===== src/rtl/obme_pkg.sv =====
// Shared types and constants for the order book matching engine.
// Used by obme_ctrl, obme_datapath and order_book_matching_engine.
package obme_pkg;

    localparam int DEFAULT_BOOK_DEPTH = 16;

    // Result kinds
    localparam logic [2:0] KIND_TRADE   = 3'd0;
    localparam logic [2:0] KIND_FILLED  = 3'd1;
    localparam logic [2:0] KIND_PARTIAL = 3'd2;
    localparam logic [2:0] KIND_DUP_ID  = 3'd3;
    localparam logic [2:0] KIND_UNKNOWN = 3'd4;
    localparam logic [2:0] KIND_FULL    = 3'd5;

    // Operations
    localparam logic OP_ADD    = 1'b0;
    localparam logic OP_CANCEL = 1'b1;

    // Sides
    localparam logic SIDE_BUY  = 1'b0;
    localparam logic SIDE_SELL = 1'b1;

    // Which result the datapath builds on an emit command
    localparam logic [2:0] EV_TRADE   = 3'd0;
    localparam logic [2:0] EV_INCOME  = 3'd1;
    localparam logic [2:0] EV_RESTING = 3'd2;
    localparam logic [2:0] EV_DUP     = 3'd3;
    localparam logic [2:0] EV_UNKNOWN = 3'd4;
    localparam logic [2:0] EV_FULL    = 3'd5;

    // One resting order
    typedef struct packed {
        logic [31:0] order_ref;
        logic        side;
        logic [31:0] quantity;
        logic [31:0] price;
        logic [31:0] arrival;
    } entry_t;

    // One result
    typedef struct packed {
        logic [2:0]  kind;
        logic [31:0] order_ref;
        logic [31:0] quantity;
        logic [31:0] price;
    } event_t;

    // Controller to datapath
    typedef struct packed {
        logic       load;
        logic       scan_start;
        logic       fill;
        logic       insert;
        logic       cancel;
        logic       emit;
        logic [2:0] emit_sel;
        logic       flush;
    } ctl_cmd_t;

    // Datapath to controller
    typedef struct packed {
        logic scan_busy;
        logic op_cancel;
        logic match_found;
        logic best_found;
        logic qty_zero;
        logic free_found;
        logic pend_valid;
        logic out_free;
    } dp_stat_t;

endpackage


===== src/rtl/order_book_matching_engine.sv =====
// Top level of the limit order book matching engine.
// Depends on obme_pkg, obme_ctrl and obme_datapath.
//
// Limit order book with price-time priority over BOOK_DEPTH resting slots.
// One transaction is worked on at a time: an add or cancel first scans the
// whole book, one slot per cycle through the book memory's read port, and
// reaches its decision once the scan is through. Each fill then emits its
// three results (trade, incoming status, resting status) and, unless it
// completes the incoming order, rescans the book. An add that rests is then
// inserted, and a closing step ends every transaction; results held back
// by out_stall hold it up. The final result of each transaction carries
// last; a cancel that finds its order, an add of zero quantity and an add
// that rests without trading give no result. Results sit in an output
// register, so the next transaction is taken while the last result still
// waits.
module order_book_matching_engine
    import obme_pkg::*;
#(
    parameter int BOOK_DEPTH = DEFAULT_BOOK_DEPTH
)
(
    input  logic        clk,
    input  logic        rst_n,
    input  logic        in_valid,
    output logic        in_stall,
    input  logic        operation,
    input  logic [31:0] order_ref,
    input  logic        side,
    input  logic [31:0] quantity,
    input  logic [31:0] price,
    output logic        out_valid,
    input  logic        out_stall,
    output logic [2:0]  event_kind,
    output logic [31:0] event_order_id,
    output logic [31:0] event_quantity,
    output logic [31:0] event_price,
    output logic        last
);

    ctl_cmd_t cmd;
    dp_stat_t stat;

    obme_ctrl u_ctrl (
        .clk      (clk),
        .rst_n    (rst_n),
        .in_valid (in_valid),
        .in_stall (in_stall),
        .stat     (stat),
        .cmd      (cmd)
    );

    obme_datapath #(
        .BOOK_DEPTH (BOOK_DEPTH)
    ) u_datapath (
        .clk            (clk),
        .rst_n          (rst_n),
        .cmd            (cmd),
        .stat           (stat),
        .operation      (operation),
        .order_ref      (order_ref),
        .side           (side),
        .quantity       (quantity),
        .price          (price),
        .out_valid      (out_valid),
        .out_stall      (out_stall),
        .event_kind     (event_kind),
        .event_order_id (event_order_id),
        .event_quantity (event_quantity),
        .event_price    (event_price),
        .last           (last)
    );

endmodule


===== src/rtl/obme_datapath.sv =====
// Datapath of the order book: book memory, valid bits, scan unit, fill
// arithmetic and the result registers. Depends on obme_pkg.
module obme_datapath
    import obme_pkg::*;
#(
    parameter int BOOK_DEPTH = DEFAULT_BOOK_DEPTH
)
(
    input  logic        clk,
    input  logic        rst_n,
    input  ctl_cmd_t    cmd,
    output dp_stat_t    stat,
    input  logic        operation,
    input  logic [31:0] order_ref,
    input  logic        side,
    input  logic [31:0] quantity,
    input  logic [31:0] price,
    output logic        out_valid,
    input  logic        out_stall,
    output logic [2:0]  event_kind,
    output logic [31:0] event_order_id,
    output logic [31:0] event_quantity,
    output logic [31:0] event_price,
    output logic        last
);

    localparam int IDX_W = $clog2(BOOK_DEPTH);
    localparam logic [IDX_W-1:0] LAST_IDX = IDX_W'(BOOK_DEPTH - 1);

    // Incoming order
    logic        ord_op_reg;
    logic [31:0] ord_id_reg;
    logic        ord_side_reg;
    logic [31:0] ord_qty_reg;
    logic [31:0] ord_price_reg;

    // Book
    entry_t                book_mem [BOOK_DEPTH];
    logic [BOOK_DEPTH-1:0] valid_reg;
    logic [31:0]           arrival_reg;

    // Scan
    logic             scan_run_reg;
    logic [IDX_W-1:0] scan_cnt_reg;
    logic             cmp_vld_reg;
    logic [IDX_W-1:0] cmp_idx_reg;
    entry_t           rd_data_reg;

    logic             match_found_reg;
    logic [IDX_W-1:0] match_idx_reg;
    logic             best_found_reg;
    logic [IDX_W-1:0] best_idx_reg;
    entry_t           best_reg;
    logic [31:0]      best_age_reg;
    logic [31:0]      traded_reg;

    // Results
    logic   pend_valid_reg;
    event_t pend_reg;
    logic   out_valid_reg;
    event_t out_reg;
    logic   out_last_reg;

    logic             free_found;
    logic [IDX_W-1:0] free_idx;
    logic [31:0]      traded;
    logic [31:0]      cmp_age;
    logic             cand;
    logic             better;
    logic             wr_en;
    logic [IDX_W-1:0] wr_addr;
    entry_t           wr_data;
    event_t           new_ev;
    logic             move_out;

    // Lowest free slot
    always_comb
    begin
        free_found = 1'b0;
        free_idx   = '0;
        for (int i = BOOK_DEPTH - 1; i >= 0; i--)
        begin
            if (!valid_reg[i])
            begin
                free_found = 1'b1;
                free_idx   = IDX_W'(i);
            end
        end
    end

    // Compare stage of the scan
    always_comb
    begin
        cmp_age = arrival_reg - rd_data_reg.arrival;
        cand = valid_reg[cmp_idx_reg] && (rd_data_reg.side != ord_side_reg) &&
               ((ord_side_reg == SIDE_BUY) ? (rd_data_reg.price <= ord_price_reg)
                                           : (rd_data_reg.price >= ord_price_reg));
        better = !best_found_reg ||
                 ((ord_side_reg == SIDE_BUY) ? (rd_data_reg.price < best_reg.price)
                                             : (rd_data_reg.price > best_reg.price)) ||
                 ((rd_data_reg.price == best_reg.price) && (cmp_age > best_age_reg));
    end

    assign traded = (ord_qty_reg < best_reg.quantity) ? ord_qty_reg : best_reg.quantity;

    // Memory write port
    always_comb
    begin
        wr_en   = cmd.fill || cmd.insert;
        wr_addr = cmd.fill ? best_idx_reg : free_idx;
        if (cmd.fill)
        begin
            wr_data          = best_reg;
            wr_data.quantity = best_reg.quantity - traded;
        end
        else
        begin
            wr_data.order_ref = ord_id_reg;
            wr_data.side      = ord_side_reg;
            wr_data.quantity  = ord_qty_reg;
            wr_data.price     = ord_price_reg;
            wr_data.arrival   = arrival_reg;
        end
    end

    always_ff @(posedge clk)
    begin
        if (wr_en)
        begin
            book_mem[wr_addr] <= wr_data;
        end
        rd_data_reg <= book_mem[scan_cnt_reg];
    end

    // Order latch, scan results and fill arithmetic
    always_ff @(posedge clk)
    begin
        if (cmd.load)
        begin
            ord_op_reg    <= operation;
            ord_id_reg    <= order_ref;
            ord_side_reg  <= side;
            ord_qty_reg   <= quantity;
            ord_price_reg <= price;
        end
        if (cmp_vld_reg && valid_reg[cmp_idx_reg] && (rd_data_reg.order_ref == ord_id_reg))
        begin
            match_idx_reg <= cmp_idx_reg;
        end
        if (cmp_vld_reg && cand && better)
        begin
            best_idx_reg <= cmp_idx_reg;
            best_reg     <= rd_data_reg;
            best_age_reg <= cmp_age;
        end
        if (cmd.fill)
        begin
            traded_reg        <= traded;
            ord_qty_reg       <= ord_qty_reg - traded;
            best_reg.quantity <= best_reg.quantity - traded;
        end
    end

    // Scan control, valid bits and arrival counter
    always_ff @(posedge clk or negedge rst_n)
    begin
        if (!rst_n)
        begin
            scan_run_reg    <= 1'b0;
            scan_cnt_reg    <= '0;
            cmp_vld_reg     <= 1'b0;
            cmp_idx_reg     <= '0;
            match_found_reg <= 1'b0;
            best_found_reg  <= 1'b0;
            valid_reg       <= '0;
            arrival_reg     <= '0;
        end
        else
        begin
            cmp_vld_reg <= scan_run_reg;
            cmp_idx_reg <= scan_cnt_reg;
            if (cmd.scan_start)
            begin
                scan_run_reg    <= 1'b1;
                scan_cnt_reg    <= '0;
                match_found_reg <= 1'b0;
                best_found_reg  <= 1'b0;
            end
            else if (scan_run_reg)
            begin
                scan_cnt_reg <= scan_cnt_reg + 1'b1;
                if (scan_cnt_reg == LAST_IDX)
                begin
                    scan_run_reg <= 1'b0;
                    scan_cnt_reg <= '0;
                end
            end
            if (cmp_vld_reg && valid_reg[cmp_idx_reg] && (rd_data_reg.order_ref == ord_id_reg))
            begin
                match_found_reg <= 1'b1;
            end
            if (cmp_vld_reg && cand && better)
            begin
                best_found_reg <= 1'b1;
            end
            if (cmd.fill && (best_reg.quantity == traded))
            begin
                valid_reg[best_idx_reg] <= 1'b0;
            end
            if (cmd.cancel)
            begin
                valid_reg[match_idx_reg] <= 1'b0;
            end
            if (cmd.insert)
            begin
                valid_reg[free_idx] <= 1'b1;
                arrival_reg         <= arrival_reg + 1'b1;
            end
        end
    end

    // Result builder
    always_comb
    begin
        new_ev = '0;
        case (cmd.emit_sel)
            EV_TRADE:
            begin
                new_ev.kind     = KIND_TRADE;
                new_ev.quantity = traded_reg;
                new_ev.price    = best_reg.price;
            end
            EV_INCOME:
            begin
                new_ev.order_ref = ord_id_reg;
                if (ord_qty_reg == '0)
                begin
                    new_ev.kind = KIND_FILLED;
                end
                else
                begin
                    new_ev.kind     = KIND_PARTIAL;
                    new_ev.quantity = ord_qty_reg;
                end
            end
            EV_RESTING:
            begin
                new_ev.order_ref = best_reg.order_ref;
                if (best_reg.quantity == '0)
                begin
                    new_ev.kind = KIND_FILLED;
                end
                else
                begin
                    new_ev.kind     = KIND_PARTIAL;
                    new_ev.quantity = best_reg.quantity;
                end
            end
            EV_DUP:
            begin
                new_ev.kind      = KIND_DUP_ID;
                new_ev.order_ref = ord_id_reg;
            end
            EV_UNKNOWN:
            begin
                new_ev.kind      = KIND_UNKNOWN;
                new_ev.order_ref = ord_id_reg;
            end
            default:
            begin
                new_ev.kind      = KIND_FULL;
                new_ev.order_ref = ord_id_reg;
            end
        endcase
    end

    // The newest result waits in pend until we know whether it is the last one
    assign move_out = pend_valid_reg && (cmd.emit || cmd.flush);

    always_ff @(posedge clk)
    begin
        if (cmd.emit)
        begin
            pend_reg <= new_ev;
        end
        if (move_out)
        begin
            out_reg      <= pend_reg;
            out_last_reg <= cmd.flush;
        end
    end

    always_ff @(posedge clk or negedge rst_n)
    begin
        if (!rst_n)
        begin
            pend_valid_reg <= 1'b0;
            out_valid_reg  <= 1'b0;
        end
        else
        begin
            if (cmd.emit)
            begin
                pend_valid_reg <= 1'b1;
            end
            else if (cmd.flush)
            begin
                pend_valid_reg <= 1'b0;
            end
            if (move_out)
            begin
                out_valid_reg <= 1'b1;
            end
            else if (out_valid_reg && !out_stall)
            begin
                out_valid_reg <= 1'b0;
            end
        end
    end

    assign stat.scan_busy   = scan_run_reg || cmp_vld_reg;
    assign stat.op_cancel   = (ord_op_reg == OP_CANCEL);
    assign stat.match_found = match_found_reg;
    assign stat.best_found  = best_found_reg;
    assign stat.qty_zero    = (ord_qty_reg == '0);
    assign stat.free_found  = free_found;
    assign stat.pend_valid  = pend_valid_reg;
    assign stat.out_free    = !out_valid_reg;

    assign out_valid      = out_valid_reg;
    assign event_kind     = out_reg.kind;
    assign event_order_id = out_reg.order_ref;
    assign event_quantity = out_reg.quantity;
    assign event_price    = out_reg.price;
    assign last           = out_last_reg;

    // A pending result only moves on into a free output register
    a_no_overwrite: assert property (@(posedge clk) disable iff (!rst_n)
        move_out |-> !out_valid_reg)
        else $error("result overwritten in output register");

    // A fill always has a crossing resting order behind it
    a_fill_best: assert property (@(posedge clk) disable iff (!rst_n)
        cmd.fill |-> (best_found_reg && !stat.scan_busy && ord_qty_reg != '0))
        else $error("fill without a best resting order");

    // Insertion only into a free slot with something left to rest
    a_insert_free: assert property (@(posedge clk) disable iff (!rst_n)
        cmd.insert |-> (free_found && ord_qty_reg != '0))
        else $error("insert without free slot or quantity");

    // A scan is never restarted while one is running
    a_scan_start: assert property (@(posedge clk) disable iff (!rst_n)
        cmd.scan_start |=> (scan_run_reg && !cmp_vld_reg))
        else $error("scan start did not begin a fresh scan");

endmodule


===== src/rtl/obme_ctrl.sv =====
// Controller state machine of the order book: sequences scan, fill,
// result emission, insertion and cancel. Depends on obme_pkg.
module obme_ctrl
    import obme_pkg::*;
(
    input  logic     clk,
    input  logic     rst_n,
    input  logic     in_valid,
    output logic     in_stall,
    input  dp_stat_t stat,
    output ctl_cmd_t cmd
);

    localparam logic [3:0] S_IDLE   = 4'd0;
    localparam logic [3:0] S_SCAN   = 4'd1;
    localparam logic [3:0] S_WAIT   = 4'd2;
    localparam logic [3:0] S_DECIDE = 4'd3;
    localparam logic [3:0] S_FILL   = 4'd4;
    localparam logic [3:0] S_TRADE  = 4'd5;
    localparam logic [3:0] S_INCOME = 4'd6;
    localparam logic [3:0] S_REST   = 4'd7;
    localparam logic [3:0] S_INSERT = 4'd8;
    localparam logic [3:0] S_DUP    = 4'd9;
    localparam logic [3:0] S_UNK    = 4'd10;
    localparam logic [3:0] S_FULL   = 4'd11;
    localparam logic [3:0] S_FLUSH  = 4'd12;

    logic [3:0] state_reg;
    logic [3:0] state_next;
    logic       first_reg;
    logic       first_next;
    logic       ev_ready;

    // Room for one more result: pend is empty or can move on
    assign ev_ready = !stat.pend_valid || stat.out_free;
    assign in_stall = (state_reg != S_IDLE);

    always_comb
    begin
        state_next = state_reg;
        first_next = first_reg;
        cmd        = '0;
        case (state_reg)
            S_IDLE:
            begin
                if (in_valid)
                begin
                    cmd.load   = 1'b1;
                    first_next = 1'b1;
                    state_next = S_SCAN;
                end
            end
            S_SCAN:
            begin
                cmd.scan_start = 1'b1;
                state_next     = S_WAIT;
            end
            S_WAIT:
            begin
                if (!stat.scan_busy)
                begin
                    state_next = S_DECIDE;
                end
            end
            S_DECIDE:
            begin
                first_next = 1'b0;
                if (first_reg && stat.op_cancel)
                begin
                    if (stat.match_found)
                    begin
                        cmd.cancel = 1'b1;
                        state_next = S_FLUSH;
                    end
                    else
                    begin
                        state_next = S_UNK;
                    end
                end
                else if (first_reg && stat.match_found)
                begin
                    state_next = S_DUP;
                end
                else if (stat.qty_zero)
                begin
                    state_next = S_FLUSH;
                end
                else if (stat.best_found)
                begin
                    state_next = S_FILL;
                end
                else if (stat.free_found)
                begin
                    state_next = S_INSERT;
                end
                else
                begin
                    state_next = S_FULL;
                end
            end
            S_FILL:
            begin
                cmd.fill   = 1'b1;
                state_next = S_TRADE;
            end
            S_TRADE:
            begin
                if (ev_ready)
                begin
                    cmd.emit     = 1'b1;
                    cmd.emit_sel = EV_TRADE;
                    state_next   = S_INCOME;
                end
            end
            S_INCOME:
            begin
                if (ev_ready)
                begin
                    cmd.emit     = 1'b1;
                    cmd.emit_sel = EV_INCOME;
                    state_next   = S_REST;
                end
            end
            S_REST:
            begin
                if (ev_ready)
                begin
                    cmd.emit     = 1'b1;
                    cmd.emit_sel = EV_RESTING;
                    state_next   = stat.qty_zero ? S_FLUSH : S_SCAN;
                end
            end
            S_INSERT:
            begin
                cmd.insert = 1'b1;
                state_next = S_FLUSH;
            end
            S_DUP:
            begin
                if (ev_ready)
                begin
                    cmd.emit     = 1'b1;
                    cmd.emit_sel = EV_DUP;
                    state_next   = S_FLUSH;
                end
            end
            S_UNK:
            begin
                if (ev_ready)
                begin
                    cmd.emit     = 1'b1;
                    cmd.emit_sel = EV_UNKNOWN;
                    state_next   = S_FLUSH;
                end
            end
            S_FULL:
            begin
                if (ev_ready)
                begin
                    cmd.emit     = 1'b1;
                    cmd.emit_sel = EV_FULL;
                    state_next   = S_FLUSH;
                end
            end
            S_FLUSH:
            begin
                // last result goes out marked as final
                if (!stat.pend_valid)
                begin
                    state_next = S_IDLE;
                end
                else if (stat.out_free)
                begin
                    cmd.flush  = 1'b1;
                    state_next = S_IDLE;
                end
            end
            default:
            begin
                state_next = S_IDLE;
            end
        endcase
    end

    always_ff @(posedge clk or negedge rst_n)
    begin
        if (!rst_n)
        begin
            state_reg <= S_IDLE;
            first_reg <= 1'b0;
        end
        else
        begin
            state_reg <= state_next;
            first_reg <= first_next;
        end
    end

    // Emission never happens when there is no room for it
    a_emit_room: assert property (@(posedge clk) disable iff (!rst_n)
        cmd.emit |-> ev_ready)
        else $error("result emitted without room");

    // A new transaction is only taken with the result path drained of pends
    a_load_clean: assert property (@(posedge clk) disable iff (!rst_n)
        cmd.load |-> !stat.pend_valid)
        else $error("transaction loaded with a pending result");

    // A fill is always followed by its trade result stage
    a_fill_trade: assert property (@(posedge clk) disable iff (!rst_n)
        cmd.fill |=> (state_reg == S_TRADE))
        else $error("fill not followed by trade result");

endmodule


===== config.mk =====
export PLATFORM = sky130hd
export DESIGN_NAME = order_book_matching_engine
export DESIGN_NICKNAME = d
export VERILOG_FILES = /design/src/rtl/obme_pkg.sv /design/src/rtl/order_book_matching_engine.sv /design/src/rtl/obme_datapath.sv /design/src/rtl/obme_ctrl.sv
export SDC_FILE = /design/constraint.sdc
export NUM_CORES = 2
export LEC_CHECK = 0
export ABC_AREA = 1
export BUFFER_PORTS_ARGS = -buffer_cell sky130_fd_sc_hd__buf_2
export CAP_MARGIN = 20
export CORE_MARGIN = 2
export CORE_UTILIZATION = 45
export DETAILED_ROUTE_END_ITERATION = 10
export HOLD_SLACK_MARGIN = 0.02
export SKIP_CTS_REPAIR_TIMING = 1
export SKIP_LAST_GASP = 1
export SLEW_MARGIN = 20
export SYNTH_ARGS = -nofsm -noshare
export SYNTH_HDL_FRONTEND = slang
export SYNTH_SLANG_ARGS = --single-unit

===== constraint.sdc =====
create_clock -name clk -period 14.9 [get_ports clk]
set_input_delay 1.49 -clock clk [delete_from_list [all_inputs] [get_ports clk]]
set_output_delay 1.49 -clock clk [all_outputs]
set_load 0.005 [all_outputs]

==> results.yml <==
pwr:
  ir_drop_mv: 0.167
  powerDensity_nw_per_um2: 220
  leakagePower_nw: 45.6
  totalPowerFinal_mw: 28.2
floorplan:
  rows: 183
  core_region_area_sq_um: 249000
  initial_core_util: 0.453
  die_x_microns: 505
  die_h_microns: 505
  ios: 204
  die_area_sq_um: 255000
clock_network:
  cts_buffer_depth: 4
  clk_pin_slew_worst_paths_ns: 0.06
  cts-root-buf: "clkbuf_16"
  clkLatencyLatePin_ns: 0.95
  cts.htree.levels: 5
  cts_buffers: 306
  tritoncts: "built"
  cts.sinks: 2758
placed_design:
  io_buffers: 203
  placed_cells: 12346
  dp_slack_ns: 7.27
  hpwl_mm: 169
  gp_congestion: 0.903
final_layout:
  drive_above_1_share: 0.0988
  most-common-layout-cells: "2562 x edfxtp_1, 1595 x nand2_1, 990 x o21ai_0"
  largest_register_ffs: 2064
  nNetsFinal: 9653
  stdcell_count: 12891
  final_common_cell: "edfxtp_1"
  nFillCells: 21110
  area_growth_syn_to_layout_pct: 13.4
worst_setup_path:
  cp_common_cell: "nand2_1"
  worst-path-buf-inv: 5
  cp.required_ns: 15.40
  cp_top_family: "buffers and inverters"
  path_class: "reg -> reg"
  critPathArrivalTime_ns: 8.07
  cp_max_fo: 61
  crit_path_end_kind: "flop"
  cp-start-kind: "flop"
  slowest_stage: "o21ai_0"
  slowest_delay_ns: 0.71
global_routing:
  grt_max_degree: 226
  overflow: 0
  grt_antenna_before_repair: 4
  grt_pass1_vias: 71813
  grt_pass1_wl_mm: 463
  grtUsageTotal: 0.239
routing:
  drt_first_iter_violations: 8058
  via_per_inst: 5.73
  dr_wl_met3_mm: 20.6
  top_layer_used: "met4"
  wl_met1_mm: 138
  drt_wl_total_mm: 312
  drtAntennaViolNets: 0
  wl_met2_mm: 147
  avgRoutedWirePerCell_microns: 24.2
  dr.pass1.iters: 6
  via_count: 73833
  drc: 0
timing:
  max_freq_mhz: 132
  whs_ns: 0.379
  worstMarginPinSlew_ns: 1.34
  hold_viol: 0
  max_slew_margin: 0.109
  period_share: 0.508
  fin_skew_ns: 0.0853
  tns_ns: 0
  finalMaxSlewViolations: 0
  setup_violations: 0
  post-route-min-period_ns: 7.57
  layout_setup_ws_ns: 7.33
  rsz0062_at_grt: "no"
status:
  outcome: "finished clean"
yosys:
  synth_edf_count: 2562
  ys_types: 53
  seq_area_frac_synth: 0.720
  async_flop_share: 0.0243
  synth_ff_type: "edfxtp_1"
  synth-xor-area-share: 0.00885
  synth_fa_ha_area_frac: 0.0252
  syn_avg_cell_area_sq_um: 12.4
  ys_seq_elements: 2758
  synth_top_family_by_area: "simple AND/OR/NAND/NOR gates"
  synth-compound-area-share: 0.106
  synth_area_sq_um: 113000
  synth_nets: 9390
  synth_simple_gate_area_frac: 0.108
  synthMuxAreaShare: 0
  synth_cells: 9063
  yosys_warnings: 0
flow_run:
  maxCapViolations: 0
min_path:
  hp-class: "reg -> reg"
[metrics by stage]
stage	area (sq um)	util
CTS	128000	0.514
floorplan	113000	-
global placement	118000	0.475
global route	128000	0.514
detailed placement	118000	0.475
finish	128000	0.514
[logic make-up (layout without fill, tap and decap cells)]
| group | Yosys count | in the layout |
|---|---|---|
| fa+ha+maj | 225 | 225 |
| flops | 2758 | 2758 |
| compound gates | 2086 | 2086 |
| other cells | 0 | 5 |
| xor+xnor | 114 | 114 |
| simple gates | 2938 | 2938 |
| buf+inv | 942 | 1435 |
[synthesized netlist by cell type (all sizes together), types with 47 or more instances]
cell	instances	area (sq um)
clkbuf	422	1580
a221oi	170	1490
edfxtp	2562	76900
buf	49	239
nor2	779	2970
nand3	286	1450
inv	470	1760
dfxtp	129	2580
nand2	1599	6010
xor2	69	604
nand4	182	1140
ha	222	2780
a21oi	522	2620
o22ai	165	1030
nor3	47	283
dfrtp	67	1680
o21ai	1007	5050
o221ai	127	1110
[cell type report]
cell class | count | area (sq um) | area share
repair buffers | 426 | 2810 | 0.0219
inverters | 471 | 1820 | 0.0142
clock buffers | 399 | 8370 | 0.0654
multi-input cells | 5363 | 28200 | 0.220
diodes | 5 | 12.5 | 0.0000979
well taps | 3330 | 4170 | 0.0326
flip-flops and latches | 2758 | 81200 | 0.635
clock inverters | 139 | 1310 | 0.0102
[layer usage]
metal	vias up	GRT usage
li1	33653	-
met1	36969	0.343
met2	2719	0.385
met3	492	0.0313
met4	0	0.0629
met5	-	0
[report_power, final]
part / total, mW / leakage (nW) / internal [mW] / switching [mW]
Combinational: 9.86 / 15.6 / 2.75 / 7.12
Clock: 7.33 / 4.73 / 4.35 / 2.99
Sequential: 11.0 / 25.3 / 10.4 / 0.540
Total: 28.2 / 45.6 / 17.5 / 10.6
[path summary, 6_finish.rpt]
path | from | to | slack [ns] | cells after the start
worst max-delay path | u_datapath.arrival_reg[0]$_DFFE_PN0P_ | u_datapath.best_age_reg[15]$_DFFE_PN_ | 7.33 | 25
worst min-delay path | u_datapath.pend_reg[16]$_SDFFCE_PP0P_ | u_datapath.event_price[16]$_DFFE_PP_ | 0.38 | 0
worst max register to register | u_datapath.arrival_reg[0]$_DFFE_PN0P_ | u_datapath.best_age_reg[15]$_DFFE_PN_ | 7.33 | 25
worst min register to register | u_datapath.pend_reg[16]$_SDFFCE_PP0P_ | u_datapath.event_price[16]$_DFFE_PP_ | 0.38 | 0
max in group asynchronous | rst_n | u_datapath.scan_cnt_reg[3]$_DFFE_PN0P_ | 13.25 | 2
min in group asynchronous | rst_n | u_datapath.arrival_reg[31]$_DFFE_PN0P_ | 0.41 | 1
No activity file was read; power rests on OpenSTA's default activity.
